[src/rotary_encoder_button_decoder_assert.svh]
// Assertion macros for the encoder decoder; expect clk and arst_n in scope.
`ifndef ROTARY_ENCODER_BUTTON_DECODER_ASSERT_SVH
`define ROTARY_ENCODER_BUTTON_DECODER_ASSERT_SVH

// Same-cycle implication.
`define REBD_ASSERT_IMPL(lbl, ante, cons, msg) \
	lbl: assert property (@(posedge clk) disable iff (!arst_n) (ante) |-> (cons)) \
		else $error(msg);

// Next-cycle implication.
`define REBD_ASSERT_NEXT(lbl, ante, cons, msg) \
	lbl: assert property (@(posedge clk) disable iff (!arst_n) (ante) |=> (cons)) \
		else $error(msg);

`endif

[src/rebd_pkg.sv]
package rebd_pkg;

	localparam int CountWidthDef = 32;
	localparam int TimeW         = 32;
	localparam int DeltaW        = 32;
	localparam int EvW           = 3;
	localparam int InFieldsW     = TimeW + 3;
	localparam int OutFieldsW    = EvW + DeltaW;
	localparam int InDataW       = ((InFieldsW + 7) / 8) * 8;
	localparam int OutDataW      = ((OutFieldsW + 7) / 8) * 8;
	localparam int CfgIdxW       = 3;
	localparam int CfgDataW      = 16;

	localparam logic [7:0]  DebounceDef   = 8'd20;
	localparam logic [7:0]  FastStepDef   = 8'd30;
	localparam logic [15:0] ShortClickDef = 16'd50;
	localparam logic [15:0] LongPressDef  = 16'd500;
	localparam logic [15:0] DragHoldDef   = 16'd500;

	typedef enum logic [CfgIdxW-1:0] {
		REG_REVERSE     = 3'd0,
		REG_DEBOUNCE    = 3'd1,
		REG_FAST_STEP   = 3'd2,
		REG_SHORT_CLICK = 3'd3,
		REG_LONG_PRESS  = 3'd4,
		REG_DRAG_HOLD   = 3'd5
	} cfg_reg_t;

	typedef enum logic [2:0] {
		CK_IDLE       = 3'd0,
		CK_PRESSED    = 3'd1,
		CK_CLICKED    = 3'd2,
		CK_LONG       = 3'd3,
		CK_UNRELEASED = 3'd4,
		CK_DRAG       = 3'd5
	} click_t;

	typedef enum logic [EvW-1:0] {
		EV_NONE      = 3'd0,
		EV_INC       = 3'd1,
		EV_DEC       = 3'd2,
		EV_INC_DRAG  = 3'd3,
		EV_DEC_DRAG  = 3'd4,
		EV_CLICK     = 3'd5,
		EV_LONG      = 3'd6
	} evt_code_t;

	localparam logic MODE_TICK = 1'b0;
	localparam logic MODE_READ = 1'b1;

endpackage

[src/rotary_encoder_button_decoder.sv]
// Rotary encoder with push button, fed by sampled pin levels.
// Input stream (s_*): one beat per sample or read. tuser is the mode
// (0 sample tick, 1 read); tdata holds now_ms, pin_a, pin_b, button_level.
// A tick updates debounce, rotation and click state and gives no output.
// Output stream (m_*): one beat per read, tdata holds event_res and the
// signed count change since the previous read.
// Config port: cfg_we writes cfg_data into register cfg_idx at the clock
// edge; indexes above five are ignored. Write only while idle.
// A beat accepted sits in the input register until it is applied to the
// state registers; as a read is applied, its result lands in the output register.
// Throughput: one beat per cycle unless a read stalls, set by the single
// combinational pass from the input register to the state/output registers.
// Stall: a held output beat keeps a read in the input register, and with it
// every beat behind it; ticks pass freely while no read waits there.
// s_tready depends combinationally on m_tready through the input register.
// Reset: config registers go to their defaults, the button reads released,
// both encoder lines low, counts zero, no beat held.
module rotary_encoder_button_decoder #(
	parameter int COUNT_WIDTH = rebd_pkg::CountWidthDef
) (
	input  logic                         clk,
	input  logic                         arst_n,
	input  logic                         s_tvalid,
	output logic                         s_tready,
	input  logic [rebd_pkg::InDataW-1:0] s_tdata,   // now_ms, pin_a, pin_b, button_level
	input  logic                         s_tuser,   // mode
	output logic                         m_tvalid,
	input  logic                         m_tready,
	output logic [rebd_pkg::OutDataW-1:0] m_tdata,  // event_res, count_delta
	input  logic                         cfg_we,
	input  logic [rebd_pkg::CfgIdxW-1:0] cfg_idx,
	input  logic [rebd_pkg::CfgDataW-1:0] cfg_data
);
	import rebd_pkg::*;

	// config
	logic        reverse_q;
	logic [7:0]  debounce_q;
	logic [7:0]  fast_step_q;
	logic [15:0] short_click_q;
	logic [15:0] long_press_q;
	logic [15:0] drag_hold_q;

	// input stage
	logic                 valid_s1;
	logic                 mode_s1;
	logic [InFieldsW-1:0] fields_s1;
	logic                 adv_s1;

	// state
	logic btn_raw_q, btn_set_q, a_raw_q, a_set_q, b_raw_q, b_set_q;
	logic hp_seen_q, turn_cw_q;
	logic [TimeW-1:0] deb_start_q, press_start_q, hp_start_q, last_step_q;
	click_t click_q;
	logic [COUNT_WIDTH-1:0] step_total_q, reported_q;

	logic m_tvalid_q;
	logic [OutFieldsW-1:0] m_fields_q;

	// next state from a tick
	logic btn_raw_n, btn_set_n, a_raw_n, a_set_n, b_raw_n, b_set_n;
	logic hp_seen_n, turn_cw_n;
	logic [TimeW-1:0] deb_start_n, press_start_n, hp_start_n, last_step_n;
	click_t click_n;
	logic [COUNT_WIDTH-1:0] step_total_n;

	logic [TimeW-1:0] t_s1;
	logic pin_a_s1, pin_b_s1, btn_s1;
	logic [TimeW-1:0] held, stable, since_step, since_hp;
	logic [COUNT_WIDTH-1:0] step_add;
	logic skip;

	// read result
	logic signed [COUNT_WIDTH-1:0] diff;
	logic [DeltaW-1:0] delta32;
	evt_code_t ev;
	logic rd_adv, rd_wait, click_pend;

	assign t_s1     = fields_s1[TimeW-1:0];
	assign pin_a_s1 = fields_s1[TimeW];
	assign pin_b_s1 = fields_s1[TimeW+1];
	assign btn_s1   = fields_s1[TimeW+2];

	assign adv_s1   = valid_s1 && (mode_s1 == MODE_TICK || !m_tvalid_q || m_tready);
	assign s_tready = !valid_s1 || adv_s1;
	assign m_tvalid = m_tvalid_q;
	assign m_tdata  = OutDataW'(m_fields_q);

	assign rd_adv     = adv_s1 && mode_s1 == MODE_READ;
	assign rd_wait    = valid_s1 && mode_s1 == MODE_READ && !adv_s1;
	assign click_pend = click_q == CK_CLICKED || click_q == CK_LONG;

	always_ff @(posedge clk or negedge arst_n) begin
		if (!arst_n) begin
			reverse_q     <= 1'b0;
			debounce_q    <= DebounceDef;
			fast_step_q   <= FastStepDef;
			short_click_q <= ShortClickDef;
			long_press_q  <= LongPressDef;
			drag_hold_q   <= DragHoldDef;
		end else if (cfg_we) begin
			unique case (cfg_idx)
				REG_REVERSE:     reverse_q     <= cfg_data[0];
				REG_DEBOUNCE:    debounce_q    <= cfg_data[7:0];
				REG_FAST_STEP:   fast_step_q   <= cfg_data[7:0];
				REG_SHORT_CLICK: short_click_q <= cfg_data;
				REG_LONG_PRESS:  long_press_q  <= cfg_data;
				REG_DRAG_HOLD:   drag_hold_q   <= cfg_data;
				default: ;
			endcase
		end
	end

	always_ff @(posedge clk or negedge arst_n) begin
		if (!arst_n) begin
			valid_s1 <= 1'b0;
		end else if (s_tready) begin
			valid_s1 <= s_tvalid;
		end
	end

	always_ff @(posedge clk) begin
		if (s_tready && s_tvalid) begin
			mode_s1   <= s_tuser;
			fields_s1 <= s_tdata[InFieldsW-1:0];
		end
	end

	always_comb begin
		btn_raw_n     = btn_raw_q;
		btn_set_n     = btn_set_q;
		a_raw_n       = a_raw_q;
		a_set_n       = a_set_q;
		b_raw_n       = b_raw_q;
		b_set_n       = b_set_q;
		hp_seen_n     = hp_seen_q;
		turn_cw_n     = turn_cw_q;
		deb_start_n   = deb_start_q;
		press_start_n = press_start_q;
		hp_start_n    = hp_start_q;
		last_step_n   = last_step_q;
		click_n       = click_q;
		step_total_n  = step_total_q;
		skip          = 1'b0;

		held       = t_s1 - press_start_q;
		stable     = t_s1 - deb_start_q;
		since_step = t_s1 - last_step_q;
		since_hp   = t_s1 - hp_start_q;
		step_add   = (since_step < TimeW'(fast_step_q)) ? COUNT_WIDTH'(2) : COUNT_WIDTH'(1);

		if (btn_raw_q != btn_s1) begin
			btn_raw_n   = btn_s1;
			deb_start_n = t_s1;
			skip        = 1'b1;
		end else if (btn_set_q != btn_s1 && stable > TimeW'(debounce_q)) begin
			btn_set_n = btn_s1;
		end
		if (a_raw_q != pin_a_s1) begin
			a_raw_n = pin_a_s1;
			skip    = 1'b1;
		end else begin
			a_set_n = pin_a_s1;
		end
		if (b_raw_q != pin_b_s1) begin
			b_raw_n = pin_b_s1;
			skip    = 1'b1;
		end else begin
			b_set_n = pin_b_s1;
		end

		if (!skip) begin
			if (a_set_n && b_set_n) begin
				if (hp_seen_q) begin
					hp_seen_n   = 1'b0;
					last_step_n = t_s1;
					if (turn_cw_q != reverse_q)
						step_total_n = step_total_q + step_add;
					else
						step_total_n = step_total_q - step_add;
				end
			end else if (!a_set_n && !b_set_n) begin
				if (!hp_seen_q) begin
					hp_start_n = t_s1;
					hp_seen_n  = 1'b1;
					if (!btn_set_n)
						click_n = CK_DRAG;
				end else if (since_hp > TimeW'(drag_hold_q)) begin
					if (!btn_set_n && click_n == CK_DRAG)
						click_n = CK_PRESSED;
				end
			end else if (!hp_seen_q) begin
				turn_cw_n = a_set_n;
			end

			if (click_n == CK_DRAG) begin
				if (btn_set_n)
					click_n = CK_IDLE;
			end else begin
				if (click_n == CK_IDLE && !btn_set_n) begin
					click_n       = CK_PRESSED;
					press_start_n = t_s1;
				end else if (click_n == CK_PRESSED) begin
					if (!btn_set_n && held > TimeW'(long_press_q))
						click_n = CK_LONG;
					else if (btn_set_n && held > TimeW'(short_click_q))
						click_n = CK_CLICKED;
				end
				if (click_n == CK_UNRELEASED && btn_set_n)
					click_n = CK_IDLE;
			end
		end
	end

	always_comb begin
		diff    = step_total_q - reported_q;
		delta32 = DeltaW'(diff);
		if (click_q == CK_CLICKED)
			ev = EV_CLICK;
		else if (click_q == CK_LONG)
			ev = EV_LONG;
		else if (diff[COUNT_WIDTH-1])
			ev = (click_q == CK_DRAG) ? EV_DEC_DRAG : EV_DEC;
		else if (diff != '0)
			ev = (click_q == CK_DRAG) ? EV_INC_DRAG : EV_INC;
		else
			ev = EV_NONE;
	end

	always_ff @(posedge clk or negedge arst_n) begin
		if (!arst_n) begin
			btn_raw_q     <= 1'b1;
			btn_set_q     <= 1'b1;
			a_raw_q       <= 1'b0;
			a_set_q       <= 1'b0;
			b_raw_q       <= 1'b0;
			b_set_q       <= 1'b0;
			hp_seen_q     <= 1'b0;
			turn_cw_q     <= 1'b0;
			deb_start_q   <= '0;
			press_start_q <= '0;
			hp_start_q    <= '0;
			last_step_q   <= '0;
			click_q       <= CK_IDLE;
			step_total_q  <= '0;
			reported_q    <= '0;
		end else if (adv_s1) begin
			if (mode_s1 == MODE_READ) begin
				reported_q <= step_total_q;
				if (click_pend)
					click_q <= CK_UNRELEASED;
			end else begin
				btn_raw_q     <= btn_raw_n;
				btn_set_q     <= btn_set_n;
				a_raw_q       <= a_raw_n;
				a_set_q       <= a_set_n;
				b_raw_q       <= b_raw_n;
				b_set_q       <= b_set_n;
				hp_seen_q     <= hp_seen_n;
				turn_cw_q     <= turn_cw_n;
				deb_start_q   <= deb_start_n;
				press_start_q <= press_start_n;
				hp_start_q    <= hp_start_n;
				last_step_q   <= last_step_n;
				click_q       <= click_n;
				step_total_q  <= step_total_n;
			end
		end
	end

	always_ff @(posedge clk or negedge arst_n) begin
		if (!arst_n) begin
			m_tvalid_q <= 1'b0;
		end else if (rd_adv) begin
			m_tvalid_q <= 1'b1;
		end else if (m_tready) begin
			m_tvalid_q <= 1'b0;
		end
	end

	always_ff @(posedge clk) begin
		if (rd_adv)
			m_fields_q <= {delta32, ev};
	end

`include "rotary_encoder_button_decoder_assert.svh"

	`REBD_ASSERT_NEXT(a_read_fills_out, rd_adv, m_tvalid, "read beat lost")
	`REBD_ASSERT_NEXT(a_read_held, rd_wait, valid_s1, "stalled read dropped")
	`REBD_ASSERT_NEXT(a_click_consumed, rd_adv && click_pend, click_q == CK_UNRELEASED, "click not consumed")
	`REBD_ASSERT_IMPL(a_ready_when_empty, !valid_s1, s_tready, "input stage empty but not ready")

endmodule

[config.mk]
export PLATFORM = sky130hd
export DESIGN_NAME = rotary_encoder_button_decoder
export DESIGN_NICKNAME = d
export VERILOG_FILES = /design/src/rebd_pkg.sv /design/src/rotary_encoder_button_decoder.sv
export VERILOG_INCLUDE_DIRS = /design/src /design/src/src
export SDC_FILE = /design/constraint.sdc
export NUM_CORES = 1
export LEC_CHECK = 0
export BUFFER_PORTS_ARGS = -buffer_cell sky130_fd_sc_hd__buf_2
export CORE_MARGIN = 2
export CORE_UTILIZATION = 50
export CTS_CLUSTER_SIZE = 16
export DETAILED_ROUTE_END_ITERATION = 10
export PLACE_DENSITY = 0.75
export SLEW_MARGIN = 0
export SYNTH_ARGS = -nofsm -noshare
export SYNTH_HDL_FRONTEND = slang
export SYNTH_SLANG_ARGS = --single-unit
export TNS_END_PERCENT = 1
[constraint.sdc]
create_clock -name clk -period 7.1 [get_ports clk]
set_input_delay 1.42 -clock clk [delete_from_list [all_inputs] [get_ports clk]]
set_output_delay 1.42 -clock clk [all_outputs]
set_load 0.05 [all_outputs]
[Yosys cells after proc, flatten, opt, wreduce, memory -nomap -nowiden]
Index checks and enable logic that the tools add are counted.
Storage, ports and cells
  output and inout bits: 42
  register bits: 341
Operators by class
  equality and inequality tests: 18
  add/subtract/negate cells: 7
  $lt $le $gt $ge: 5
  bitwise gates (word level): 6
  multiplexer cells: 37
  reductions and logical operators: 43
Operators by type and width (count)
  subtractor 32 bit: 5
  > comparator 32 x 16 -> 1 bit: 3
  2-to-1 mux 3 bit: 21
  adder 32 x 2 -> 32 bit: 1
  > comparator 32 x 8 -> 1 bit: 1
  < comparator 32 x 8 -> 1 bit: 1
  2-to-1 mux 32 bit: 1
  nonzero test 32 bit: 1
  subtractor 32 x 2 -> 32 bit: 1
  AND reduction 2 bit: 8
  == test 3 bit, second input constant: 5
  == test 3 x 2 -> 1 bit, second input constant: 4
  AND reduction 3 bit: 4
  AND reduction 6 bit: 2
  logical AND 1 bit: 11
  2-to-1 mux 1 bit: 11
  AND reduction 5 bit: 2
  2-to-1 mux 2 bit: 4
  == test 3 x 1 -> 1 bit, second input constant: 2
  logical NOT 3 bit: 2
  NOT 1 bit: 6
  logical NOT 1 bit: 5
  != test 1 bit: 5
  logical OR 1 bit: 4
  5 further kinds: 6

[Logic depth before layout (Yosys ltp)]
  depth after elaboration: 25
  gate-level depth with buffers: 35
  depth with buffers taken out: 35

[Least setup slack after synthesis]
No wires, ideal clock.
  kind: register to register
  from: register fields_s1[1]
  to: register step_total_q[31]
  data required time: 7.020 ns
  path slack: 0.803 ns
  stages on the path, launching flop included: 28
  buffers on the path: 0
  setup time: 0.080 ns
  period minus slack after synthesis: 6.297 ns
  arrival time: 6.217 ns
  cells stage by stage: edfxtp_1 -> ha_1 -> a21o_1 -> a211o_1 -> a21o_1 -> a221o_1 -> a21oi_1 -> o21ai_1 -> a21o_1 -> a2111oi_0 -> o21ai_0 -> o31ai_1 -> nand4_1 -> nand2_1 -> ha_1 -> a21o_1 -> a21o_1 -> a21o_1 -> nor3_1 -> o311ai_0 -> a31oi_1 -> o21ai_0 -> a41o_1 -> o211ai_1 -> nand3_1 -> o21ai_0 -> mux2i_1 -> xnor2_1
Between the ends
  longest elaborated chain between the ends: 5
  elaborated cells on any way between the ends: 6
  classes of those cells: 3 x add/sub; 1 x order compare; 2 x mux
RTL lines
  start: declaration: RTL line rotary_encoder_button_decoder.sv:47  | logic [InFieldsW-1:0] fields_s1;
  start signal: assignment: RTL line rotary_encoder_button_decoder.sv:125  | fields_s1 <= s_tdata[InFieldsW-1:0];
  subtractor 32 bit (*): RTL line rotary_encoder_button_decoder.sv:148  | since_step = t_s1 - last_step_q;
  < comparator 32 x 8 -> 1 bit (*): RTL line rotary_encoder_button_decoder.sv:150  | step_add = (since_step < TimeW'(fast_step_q)) ? COUNT_WIDTH'(2) : COUNT_WIDTH'(1);
  2-to-1 mux 2 bit (*): RTL line rotary_encoder_button_decoder.sv:150
  subtractor 32 x 2 -> 32 bit / adder 32 x 2 -> 32 bit (equally long branches): RTL line rotary_encoder_button_decoder.sv:180, rotary_encoder_button_decoder.sv:178
  2-to-1 mux 32 bit (*): RTL line rotary_encoder_button_decoder.sv:177  | if (turn_cw_q != reverse_q)
  end signal: assignment: RTL line rotary_encoder_button_decoder.sv:266  | step_total_q <= step_total_n;
  end: declaration: RTL line rotary_encoder_button_decoder.sv:55  | logic [COUNT_WIDTH-1:0] step_total_q, reported_q;
Mark *: on every way between the ends. The rest lies on a longest branch, timed or not.
A chain may end at the register's enable or synchronous reset.

[Worst setup path after layout]
  from: register fields_s1[0]
  to: register step_total_q[30]
Same word-level chain as after synthesis.

==> metrics.cfg <==
[logic_synthesis]
synthFlopType = dfrtp_1
syn_avg_cell_area_um2 = 9.06
syn_area_um2 = 24600
synth-seq-area-share_pct = 36.2
async_flop_share_pct = 79.2
yosysWarningCount = 0
yosysUniqueCellTypes = 106
synth_cells = 2717
synth_seq_cells = 341
yosys-top-cells-area = dfrtp_1, ha_1, edfxtp_1, o21ai_0, nand2_1
synth_area_leader_cell = dfrtp_1
synth_edf_count = 71
synthDominantCellAreaShare_pct = 25.1

[worst_hold_path]
holdCritPathClass = reg2reg

[critical_path]
crit_path_max_fanout = 3
endpoint_kind = flip-flop
reg2reg_to = step_total_q[30]
worst_path_most_repeated_cell = a21oi_2
slowest_stage = edfxtp_1
cp_slowest_stage_delay_ns = 0.41
critPathCapture = step_total_q[30]
r2r_slack_ns = 0.28
path_class = reg2reg
rr_startpoint = fields_s1[0]
worstSetupStartpointType = flip-flop
crit_arrival_ns = 7.25
r2r_cells = 33
required_ns = 7.54
critPathLaunch = fields_s1[0]

[clock_tree]
htree_num_levels = 2
numCtsBuffers = 40
cts.sinks = 341
cts_hold_buffers = 0
cts_root_buf = clkbuf_16
clockBufferDepth = 3
tritoncts = done
clk_pin_slew_ns = 0.06
clock_latency_ns = 0.58

[placement]
port_buffers = 96
place.gp.congestion = 0.892
hpwl_um = 49000
placedCellCount = 3472

[grt]
grt_start_max_net_pins = 160
grt_pass1_vias = 20572
grtUsageTotal_pct = 25.9
antenna_found_initial = 3
grt_pass1_wl_um = 106000
grt_overflow = 0

[sta]
skew_ns = 0.0184
drv_slew = 0
setup_violations = 0
rsz0062_at_grt = true
fmax_mhz = 147
fin_crit_sh_pct = 96.0
hold_viol = 0
tightest_slew_ns = 1.12
slew_headroom_pct = 25.4
timing.final.crit_period_ns = 6.82

[die]
core_area_um2 = 48700
start_util_pct = 50.5
die_x_um = 226
ios = 107
die_h_um = 226
row_count = 81
die-area_um2 = 51000

[route]
drt_pass1_iterations = 6
drtIter0Drc = 1399
drc_errors = 0
wl_per_cell_um = 18.2
ant_nets = 0
vias = 20645
wirelength_um = 64800
vias_per_cell = 5.81

[finish]
syn_to_final_growth_pct = 12.5
drive_gt1_share_pct = 14.1
fin_cells = 3554
final_nets = 3178

[power_and_ir_drop]
power_density_nw_per_um2 = 450
finalPower_mw = 12.4
vdd_ir_drop_max_uv = 193
p_leak_nw = 12.5

[run_status]
status = complete, no violations

[run]
drv_cap = 0

## cell families after synthesis
logic type	count (synthesis)	synth area share [%]
other	1	0.0152
and+or+nand+nor	741	14.9
muxes	120	5.85
xor gates and xnor gates	134	4.77
AOI/OAI and AO/OA	768	19.4
buffers and inverters	353	5.57
DFF	341	36.2
adders and majority gates	259	13.3
## power breakdown
| part | leakage, nW | total [mW] | internal (mW) | switching, mW |
|---|---|---|---|---|
| clock network | 0.669 | 2.15 | 1.30 | 0.845 |
| logic | 7.61 | 7.34 | 2.94 | 4.39 |
| registers | 4.17 | 2.96 | 2.70 | 0.261 |
| total | 12.5 | 12.4 | 6.95 | 5.50 |
## per-layer routing
layer,wire length [um],GRT usage (%),share of wire (%),vias to the layer above
met1,29400,34.5,45,9972
met4,2140,9.25,3.3,0
met2,29900,42.6,46,560
met3,3340,4.01,5.2,120
li1,-,-,-,9993
met5,0,0,0,-
## registers in the layout, summed over array words and instances (netlist names), 3 cells and up
signal,flops
click_q,3
hp_start_q,32
reported_q,32
step_total_q,32
long_press_q,16
press_start_q,32
fields_s1,35
m_fields_q,35
drag_hold_q,16
deb_start_q,32
last_step_q,32
debounce_q,8
fast_step_q,8
short_click_q,16
## through the flow
step / setup slack, ns / hold slack (ns) / area (um2) / util (%) / setup TNS (ns)
after floorplan: 0.803 / 0.450 / 24600 / - / 0
after global placement: -0.0242 / 0.470 / 26100 / 53.6 / -0.0421
final: 0.281 / 0.491 / 27700 / 56.8 / 0
after CTS: 0.0250 / 0.498 / 27500 / 56.5 / 0
after global routing: -0.0418 / 0.512 / 27700 / 56.8 / -0.0647
after detailed placement: -0.128 / 0.484 / 26100 / 53.6 / -0.228
## critical path, delay by kind of cell (launching register included)
kind,cells,cell delay [ns]
AOI/OAI and AO/OA,16,2.81
DFF,1,0.41
buffers and inverters,4,0.45
and+or+nand+nor,7,1.39
adders and majority gates,4,1.13
muxes,1,0.31
xor gates and xnor gates,1,0.18
## timing repair
item / 4_1_cts / 5_1_grt
pin swaps: 1 / 37
setup endpoints to repair: 3 / 7
resized for setup: 6 / 28
cloned: 0 / 0
hold endpoints to repair: 0 / 0
buffers inserted: 0 / 6
## cell usage after synthesis, drive strengths merged, types with 21 or more instances
cell type  count
a211oi        23
a21o          76
a21oi        183
a31oi         24
and3          26
clkbuf        62
dfrtp        247
dfstp         23
edfxtp        71
ha           251
inv          279
mux2         105
nand2        286
nand2b        45
nand3         52
nand4         34
nor2         119
nor2b         25
nor3          37
o21a          26
o21ai        277
or3           21
xnor2         83
xor2          51
## cell type report
cell class | count | area, um2
inverter | 280 | 1050
sequential | 341 | 8920
antenna | 2 | 5.00
clock buffer | 59 | 1180
tap | 664 | 831
clock inverter | 15 | 188
fill | 4255 | 21100
timing repair buffer | 166 | 1030
multi-input combinational | 2027 | 14500
## cell usage in the layout (no fill, tap or decap), drive strengths merged, types with 76 or more instances in the layout
cell and instances:
a21o 76, a21oi 183, buf 166, dfrtp 247, ha 251, inv 281
mux2 105, nand2 286, nor2 119, o21ai 277, xnor2 83
## worst min-delay path by stage
stage | from | endpoint | slack (ns) | cells past startpoint
6_report | reported_q[0] | reported_q[0] | 0.49 | 2
5_1_grt | hp_start_q[19] | hp_start_q[19] | 0.51 | 1
4_1_cts | reported_q[0] | reported_q[0] | 0.50 | 2
3_5_place_dp | hp_start_q[1] | hp_start_q[1] | 0.48 | 2
3_3_place_gp | hp_start_q[1] | hp_start_q[1] | 0.47 | 2
2_1_floorplan | hp_start_q[1] | hp_start_q[1] | 0.45 | 2
Power figures use the tool's default switching activity.
